===== src/hw/rtl/pcg32_random_generator_macros.svh =====
// assertion macros for the pcg32 random generator
`ifndef PCG32_RANDOM_GENERATOR_MACROS_SVH
`define PCG32_RANDOM_GENERATOR_MACROS_SVH

// same-cycle implication, checked out of reset
`define PCG32_ASSERT_NOW(label, clk, rst_n, ante, cons) \
    label: assert property (@(posedge clk) disable iff (!rst_n) (ante) |-> (cons)) \
        else $error("pcg32 check failed");

// next-cycle implication, checked out of reset
`define PCG32_ASSERT_NEXT(label, clk, rst_n, ante, cons) \
    label: assert property (@(posedge clk) disable iff (!rst_n) (ante) |=> (cons)) \
        else $error("pcg32 check failed");

`endif


===== src/hw/rtl/pcg32_pkg.sv =====
// package: constants, command type and output permutation of the pcg32 generator
`default_nettype none

package pcg32_pkg;

    localparam logic [63:0] GOLDEN_GAMMA = 64'h9E3779B97F4A7C15;
    localparam logic [63:0] LCG_MULT     = 64'd6364136223846793005;
    localparam logic [63:0] LCG_INC      = 64'd1442695040888963407;
    localparam logic [63:0] MIX_MULT_ONE = 64'hBF58476D1CE4E5B9;
    localparam logic [63:0] MIX_MULT_TWO = 64'h94D049BB133111EB;
    localparam logic [63:0] SEED_OFFSET  = GOLDEN_GAMMA * (GOLDEN_GAMMA + 64'd1);

    localparam int unsigned MIX_SHIFT_ONE   = 30;
    localparam int unsigned MIX_SHIFT_TWO   = 27;
    localparam int unsigned MIX_SHIFT_THREE = 31;
    localparam int unsigned XSH_SHIFT       = 18;
    localparam int unsigned OUT_SHIFT       = 27;
    localparam int unsigned ROT_POS         = 59;

    localparam logic ACTION_SEED = 1'b0;
    localparam logic ACTION_DRAW = 1'b1;

    typedef logic [1:0] phase_t;
    localparam phase_t PHASE_NONE = 2'd0;
    localparam phase_t PHASE_LL   = 2'd1;
    localparam phase_t PHASE_LH   = 2'd2;
    localparam phase_t PHASE_HL   = 2'd3;

    typedef logic [1:0] round_t;
    localparam round_t ROUND_MIX1 = 2'd0;
    localparam round_t ROUND_MIX2 = 2'd1;
    localparam round_t ROUND_STEP = 2'd2;

    typedef struct packed {
        logic   accept;
        logic   action;
        phase_t phase;
        round_t round;
        logic   finish;
    } pcg32_cmd_t;

    function automatic logic [31:0] xsh_rr(input logic [63:0] s);
        logic [63:0] xs;
        logic [31:0] x;
        logic [4:0]  r;
        logic [63:0] dbl;
        xs  = (s ^ (s >> XSH_SHIFT)) >> OUT_SHIFT;
        x   = xs[31:0];
        r   = s[ROT_POS +: 5];
        dbl = {x, x} >> r;
        return dbl[31:0];
    endfunction

endpackage

`default_nettype wire


===== src/hw/rtl/pcg32_random_generator.sv =====
// top level of the pcg32 xsh-rr random generator
//
// requests arrive on in_valid/in_ready with action, seed_value and stream_value;
// results leave on out_valid/out_ready as random_word, one per request, in order.
// action 1 draws: the word comes from the current state, which then advances
// through one 64-bit multiply-add (state * mult + inc).
// action 0 seeds: the stream is hashed by a splitmix64 finalizer, the seed is
// added, the state is loaded and advanced once; the word is zero.
// the 64-bit multiplies share one 32x32 multiplier, three partial products per
// multiply, so a draw runs one multiply and a seed runs three, one after another.
// the result is registered at request acceptance: out_valid rises in the next cycle.
// a waiting result does not block the running multiply; the next request is taken
// once the sequencer is idle and the output register is free or being read.
// reset clears the state to zero and drops out_valid.
`default_nettype none

module pcg32_random_generator (
    input  wire logic           clk,
    input  wire logic           rst_n,
    input  wire logic           in_valid,
    output logic                in_ready,
    input  wire logic           action,
    input  wire logic [63:0]    seed_value,
    input  wire logic [63:0]    stream_value,
    output logic                out_valid,
    input  wire logic           out_ready,
    output logic [31:0]         random_word
);
    import pcg32_pkg::*;

`include "pcg32_random_generator_macros.svh"

    pcg32_cmd_t cmd;
    logic       seed_accept;

    assign seed_accept = in_valid && in_ready && (action == ACTION_SEED);

    pcg32_ctrl u_ctrl (
        .clk       (clk),
        .rst_n     (rst_n),
        .in_valid  (in_valid),
        .in_ready  (in_ready),
        .action    (action),
        .out_valid (out_valid),
        .out_ready (out_ready),
        .cmd       (cmd)
    );

    pcg32_datapath u_datapath (
        .clk          (clk),
        .rst_n        (rst_n),
        .cmd          (cmd),
        .seed_value   (seed_value),
        .stream_value (stream_value),
        .random_word  (random_word)
    );

    `PCG32_ASSERT_NEXT(a_accept_gives_result, clk, rst_n, in_valid && in_ready, out_valid)
    `PCG32_ASSERT_NEXT(a_busy_after_accept, clk, rst_n, in_valid && in_ready, !in_ready)
    `PCG32_ASSERT_NEXT(a_seed_returns_zero, clk, rst_n, seed_accept, random_word == 32'd0)
    `PCG32_ASSERT_NOW(a_ready_needs_free_output, clk, rst_n, in_ready && out_valid, out_ready)

endmodule

`default_nettype wire


===== src/hw/rtl/pcg32_ctrl.sv =====
// controller: request handshake, multiply sequencing and round order
`default_nettype none

module pcg32_ctrl (
    input  wire logic                   clk,
    input  wire logic                   rst_n,
    input  wire logic                   in_valid,
    output logic                        in_ready,
    input  wire logic                   action,
    output logic                        out_valid,
    input  wire logic                   out_ready,
    output pcg32_pkg::pcg32_cmd_t       cmd
);
    import pcg32_pkg::*;

    localparam logic [2:0] ST_IDLE = 3'd0;
    localparam logic [2:0] ST_MUL0 = 3'd1;
    localparam logic [2:0] ST_MUL1 = 3'd2;
    localparam logic [2:0] ST_MUL2 = 3'd3;
    localparam logic [2:0] ST_FIN  = 3'd4;

    logic [2:0] state_reg, state_next;
    round_t     round_reg, round_next;
    logic       out_valid_reg, out_valid_next;
    logic       accept;

    assign in_ready  = (state_reg == ST_IDLE) && (!out_valid_reg || out_ready);
    assign accept    = in_valid && in_ready;
    assign out_valid = out_valid_reg;

    always_comb
    begin
        cmd.accept = accept;
        cmd.action = action;
        cmd.round  = round_reg;
        cmd.phase  = PHASE_NONE;
        cmd.finish = 1'b0;
        state_next = state_reg;
        round_next = round_reg;
        out_valid_next = accept ? 1'b1 : (out_valid_reg && !out_ready);
        unique case (state_reg)
            ST_IDLE:
            begin
                if (accept)
                begin
                    state_next = ST_MUL0;
                    round_next = (action == ACTION_DRAW) ? ROUND_STEP : ROUND_MIX1;
                end
            end
            ST_MUL0:
            begin
                cmd.phase  = PHASE_LL;
                state_next = ST_MUL1;
            end
            ST_MUL1:
            begin
                cmd.phase  = PHASE_LH;
                state_next = ST_MUL2;
            end
            ST_MUL2:
            begin
                cmd.phase  = PHASE_HL;
                state_next = ST_FIN;
            end
            ST_FIN:
            begin
                cmd.finish = 1'b1;
                if (round_reg == ROUND_STEP)
                begin
                    state_next = ST_IDLE;
                end
                else
                begin
                    state_next = ST_MUL0;
                    round_next = round_reg + 2'd1;
                end
            end
            default:
            begin
                state_next = ST_IDLE;
            end
        endcase
    end

    always_ff @(posedge clk or negedge rst_n)
    begin
        if (!rst_n)
        begin
            state_reg     <= ST_IDLE;
            round_reg     <= ROUND_MIX1;
            out_valid_reg <= 1'b0;
        end
        else
        begin
            state_reg     <= state_next;
            round_reg     <= round_next;
            out_valid_reg <= out_valid_next;
        end
    end

endmodule

`default_nettype wire


===== src/hw/rtl/pcg32_datapath.sv =====
// datapath: generator state, shared 32x32 multiplier, mixing and output register
`default_nettype none

module pcg32_datapath (
    input  wire logic                   clk,
    input  wire logic                   rst_n,
    input  wire pcg32_pkg::pcg32_cmd_t  cmd,
    input  wire logic [63:0]            seed_value,
    input  wire logic [63:0]            stream_value,
    output logic [31:0]                 random_word
);
    import pcg32_pkg::*;

    logic [63:0] state_reg, state_next;
    logic [63:0] opa_reg, opa_next;
    logic [63:0] acc_reg, acc_next;
    logic [63:0] seed_reg, seed_next;
    logic [31:0] word_reg, word_next;
    logic [63:0] mult_b;
    logic [31:0] mul_x, mul_y;
    logic [63:0] prod;
    logic [63:0] z0;

    always_comb
    begin
        unique case (cmd.round)
            ROUND_MIX1: mult_b = MIX_MULT_ONE;
            ROUND_MIX2: mult_b = MIX_MULT_TWO;
            default:    mult_b = LCG_MULT;
        endcase
    end

    always_comb
    begin
        unique case (cmd.phase)
            PHASE_LH:
            begin
                mul_x = opa_reg[31:0];
                mul_y = mult_b[63:32];
            end
            PHASE_HL:
            begin
                mul_x = opa_reg[63:32];
                mul_y = mult_b[31:0];
            end
            default:
            begin
                mul_x = opa_reg[31:0];
                mul_y = mult_b[31:0];
            end
        endcase
    end

    assign prod = 64'(mul_x) * 64'(mul_y);
    assign z0   = stream_value + SEED_OFFSET;

    always_comb
    begin
        state_next = state_reg;
        opa_next   = opa_reg;
        acc_next   = acc_reg;
        seed_next  = seed_reg;
        word_next  = word_reg;
        if (cmd.accept)
        begin
            seed_next = seed_value;
            if (cmd.action == ACTION_DRAW)
            begin
                opa_next  = state_reg;
                word_next = xsh_rr(state_reg);
            end
            else
            begin
                opa_next  = z0 ^ (z0 >> MIX_SHIFT_ONE);
                word_next = 32'd0;
            end
        end
        unique case (cmd.phase)
            PHASE_LL:   acc_next = prod;
            PHASE_LH,
            PHASE_HL:   acc_next = acc_reg + {prod[31:0], 32'd0};
            default:    acc_next = acc_reg;
        endcase
        if (cmd.finish)
        begin
            unique case (cmd.round)
                ROUND_MIX1: opa_next   = acc_reg ^ (acc_reg >> MIX_SHIFT_TWO);
                ROUND_MIX2: opa_next   = seed_reg + (acc_reg ^ (acc_reg >> MIX_SHIFT_THREE));
                default:    state_next = acc_reg + LCG_INC;
            endcase
        end
    end

    always_ff @(posedge clk or negedge rst_n)
    begin
        if (!rst_n)
        begin
            state_reg <= 64'd0;
        end
        else
        begin
            state_reg <= state_next;
        end
    end

    always_ff @(posedge clk)
    begin
        opa_reg  <= opa_next;
        acc_reg  <= acc_next;
        seed_reg <= seed_next;
        word_reg <= word_next;
    end

    assign random_word = word_reg;

endmodule

`default_nettype wire


===== config.mk =====
export PLATFORM = sky130hd
export DESIGN_NAME = pcg32_random_generator
export DESIGN_NICKNAME = d
export VERILOG_FILES = /design/src/hw/rtl/pcg32_pkg.sv /design/src/hw/rtl/pcg32_random_generator.sv /design/src/hw/rtl/pcg32_ctrl.sv /design/src/hw/rtl/pcg32_datapath.sv
export VERILOG_INCLUDE_DIRS = /design/src /design/src/hw/rtl
export SDC_FILE = /design/constraint.sdc
export NUM_CORES = 2
export LEC_CHECK = 0
export ABC_CLOCK_PERIOD_IN_PS = 19650
export BUFFER_PORTS_ARGS = -buffer_cell sky130_fd_sc_hd__buf_4
export CORE_ASPECT_RATIO = 0.8
export CORE_MARGIN = 1
export CORE_UTILIZATION = 35
export CTS_CLUSTER_SIZE = 20
export DETAILED_ROUTE_END_ITERATION = 6
export SYNTH_ARGS = -nofsm -noshare
export SYNTH_HDL_FRONTEND = slang
export SYNTH_SLANG_ARGS = --single-unit

===== constraint.sdc =====
create_clock -name clk -period 19.65 [get_ports clk]
set_input_delay 2.9475 -clock clk [delete_from_list [all_inputs] [get_ports clk]]
set_output_delay 2.9475 -clock clk [all_outputs]
set_load 0.02 [all_outputs]

==> results.cfg <==
[worst_hold_path]
holdPathStages = 2
min_path_type = reg -> reg

[yosys]
yosysWarnings = 0
synth_cell_types = 96
yosys_register_bits = 294
synth_nets = 7412
synth_seq_area_share = 0.147
postSynthCellCount = 6018
ys_async_sr_fraction = 0.238
postSynthAreaPerCell_um2 = 8.85
synth-edff-count = 160
synth-main-ff-cell = edfxtp_1
netlist_area_um2 = 53300

[sta]
tightest_slew_ns = 1.38
fin_ws_ns = 6.67
max_clock_freq_mhz = 77.0
fin_crit_ns = 12.98
period_share = 0.661
slew_violations = 0
tns_ns = 0
rsz0062_at_grt = false
clock_skew_ns = 0.0134
relSlewSlack = 0.0828
hold_viol_final = 0
setup-violations-final = 0

[detailed_routing]
drt-vias-per-instance = 5.60
vias = 45115
route.detailed.drc = 2
dr.pass1.iters = 7
wl_mm = 222
detail-route-antenna-nets = 0
drt_iter0_drc = 5866
wl_per_cell_um = 27.5

[global_routing]
grt_max_degree = 117
grt_pass1_wl_mm = 319
grt_overflow = 0
first_global_vias = 44887
antenna_found_initial = 12
grt_usage = 0.287

[critical_path]
worstRegToRegCells = 36
critical_path_class = reg -> reg
critPathRequiredTime_ns = 19.94
critical-path-max-stage-delay_ns = 1.29
cpMaxStageDelayCell = nand2_1
end_kind = flop
cp.arrival_ns = 13.28
setup.worst_path.start_class = flop
critPathMaxFanout = 32
crit_top_cell = fa_1

[final_layout]
area_growth_pct = 8.87
final_cell_area_um2 = 58000
fin_cells = 8054
drive_above_1_share = 0.0720
fin_nets = 7421

[clocking]
htree_levels = 2
ctsResizeCount = 0
clk_pin_slew_ns = 0.06
tritoncts = done
clk_latency_ns = 0.56
root_buffer = clkbuf_16
numCtsBuffers = 34
cts_sinks = 294
post-cts-setup-buffers = 0
ctsHoldBuffers = 0
cts_buffer_depth = 3

[die]
core_um2 = 150000
chipWidth_um = 438
num_io_pins = 167
die-area_um2 = 154000
initial_core_util = 0.354
die_y_um = 351
rows = 127

[job]
maxCapViolCount = 0

[outcome]
status = complete, but fails checks
violations = design-rule violations

[placed_design]
dp_hpwl_mm = 183
io_buffers = 166
routabilityCongestion = 1.03
dpl_worst_slack_ns = 7.17
post_dp_cell_area_um2 = 56800
dpl.cell_count = 7990
placed cells by master, fill, tap and decap left out, types with 87 or more instances in the layout:
| master | instances |
|---|---|
| nand2_1 | 709 |
| xnor2_1 | 201 |
| o21ai_0 | 281 |
| xor2_1 | 163 |
| and2_1 | 87 |
| nor2_1 | 499 |
| fa_1 | 866 |
| a21oi_1 | 266 |
| edfxtp_1 | 160 |
| buf_4 | 276 |
| inv_1 | 989 |
| ha_1 | 393 |
worst max-delay path, delay by kind of cell (launching register included):
kind	cells	cell delay [ns]
flip-flops	1	0.38
adder cells (fa/ha/maj)	11	4.95
buffers and inverters	7	0.52
AO/OA/AOI/OAI	9	2.31
XOR/XNOR	1	0.41
AND/OR/NAND/NOR	8	4.13
layer usage:
layer | up-vias | GRT usage | share of wire
li1 | 19377 | - | -
met1 | 22752 | 0.417 | 0.44
met4 | 16 | 0.0698 | 0.028
met5 | - | 0.0112 | 0.0015
met3 | 317 | 0.122 | 0.15
met2 | 2653 | 0.383 | 0.39
synth_stat cells, drive strengths merged, types with 7 or more instances:
master,count,share of area
inv,992,0.070
fa,866,0.33
nand2,711,0.050
nor2,508,0.036
ha,395,0.093
o21ai,298,0.028
clkbuf,277,0.020
a21oi,269,0.025
xnor2,202,0.033
xor2,163,0.027
edfxtp,160,0.090
and2,88,0.010
mux2i,88,0.017
nand2b,74,0.0087
a21o,73,0.010
dfrtp,70,0.033
nand3,67,0.0064
dfxtp,64,0.024
nor3,58,0.0054
nand4,40,0.0047
or3,37,0.0044
nor2b,33,0.0039
a221oi,30,0.0049
a31oi,28,0.0035
mux2,27,0.0057
a211oi,26,0.0039
buf,26,0.0021
o21bai,26,0.0037
o21a,21,0.0030
o221ai,21,0.0035
and3,20,0.0023
a22oi,19,0.0027
nor4,19,0.0022
a222oi,18,0.0034
o211a,18,0.0034
o31ai,17,0.0024
o22ai,13,0.0015
a21boi,11,0.0016
clkinv,11,0.00078
o211ai,11,0.0016
or2,11,0.0013
a211o,8,0.0013
mux4,7,0.0030
logic make-up (layout without fill, tap and decap cells):
kind of cell / count (synthesis) / in the layout / synth area share
and+or+nand+nor: 1692 / 1692 / 0.140
buffers and inverters: 1306 / 1341 / 0.0924
adders and majority gates: 1261 / 1261 / 0.418
AOI/OAI and AO/OA: 978 / 978 / 0.117
xor gates and xnor gates: 365 / 365 / 0.0602
DFF: 294 / 294 / 0.147
muxes: 122 / 122 / 0.0252
other: 0 / 2 / 0
per-stage QoR:
| step | hold slack [ns] | util |
|---|---|---|
| floorplan | 0.427 | - |
| CTS | 0.484 | 0.385 |
| finish | 0.488 | 0.385 |
| global route | 0.505 | 0.385 |
| global placement | 0.462 | 0.378 |
| detailed placement | 0.470 | 0.378 |
area by class of cell:
class / instances / area, um^2
antenna: 2 / 5.00
clock buffer: 44 / 930
clock inverter: 18 / 244
fill: 15281 / 92500
inverter: 1003 / 3770
multi-input combinational: 4418 / 40600
sequential: 294 / 7840
tap: 1999 / 2500
timing repair buffer: 276 / 2070
path summary, 6_finish.rpt:
| check | to | slack (ns) | start |
|---|---|---|---|
| hold / removal | u_datapath.state_reg[5]$_DFFE_PN0P_ | 0.49 | u_datapath.state_reg[5]$_DFFE_PN0P_ |
| min in group asynchronous | u_datapath.state_reg[53]$_DFFE_PN0P_ | 2.25 | rst_n |
| max in group asynchronous | u_datapath.state_reg[4]$_DFFE_PN0P_ | 16.20 | rst_n |
| hold reg to reg | u_datapath.state_reg[5]$_DFFE_PN0P_ | 0.49 | u_datapath.state_reg[5]$_DFFE_PN0P_ |
| setup reg to reg | u_datapath.acc_reg[62]$_DFFE_PP_ | 6.67 | u_ctrl.round_reg[1]$_DFFE_PN0P_ |
| setup / recovery | u_datapath.acc_reg[62]$_DFFE_PP_ | 6.67 | u_ctrl.round_reg[1]$_DFFE_PN0P_ |
Power is left out: the tool's default activity adds up to more than one toggle a clock period on the data nets, which glitch-free logic cannot reach.
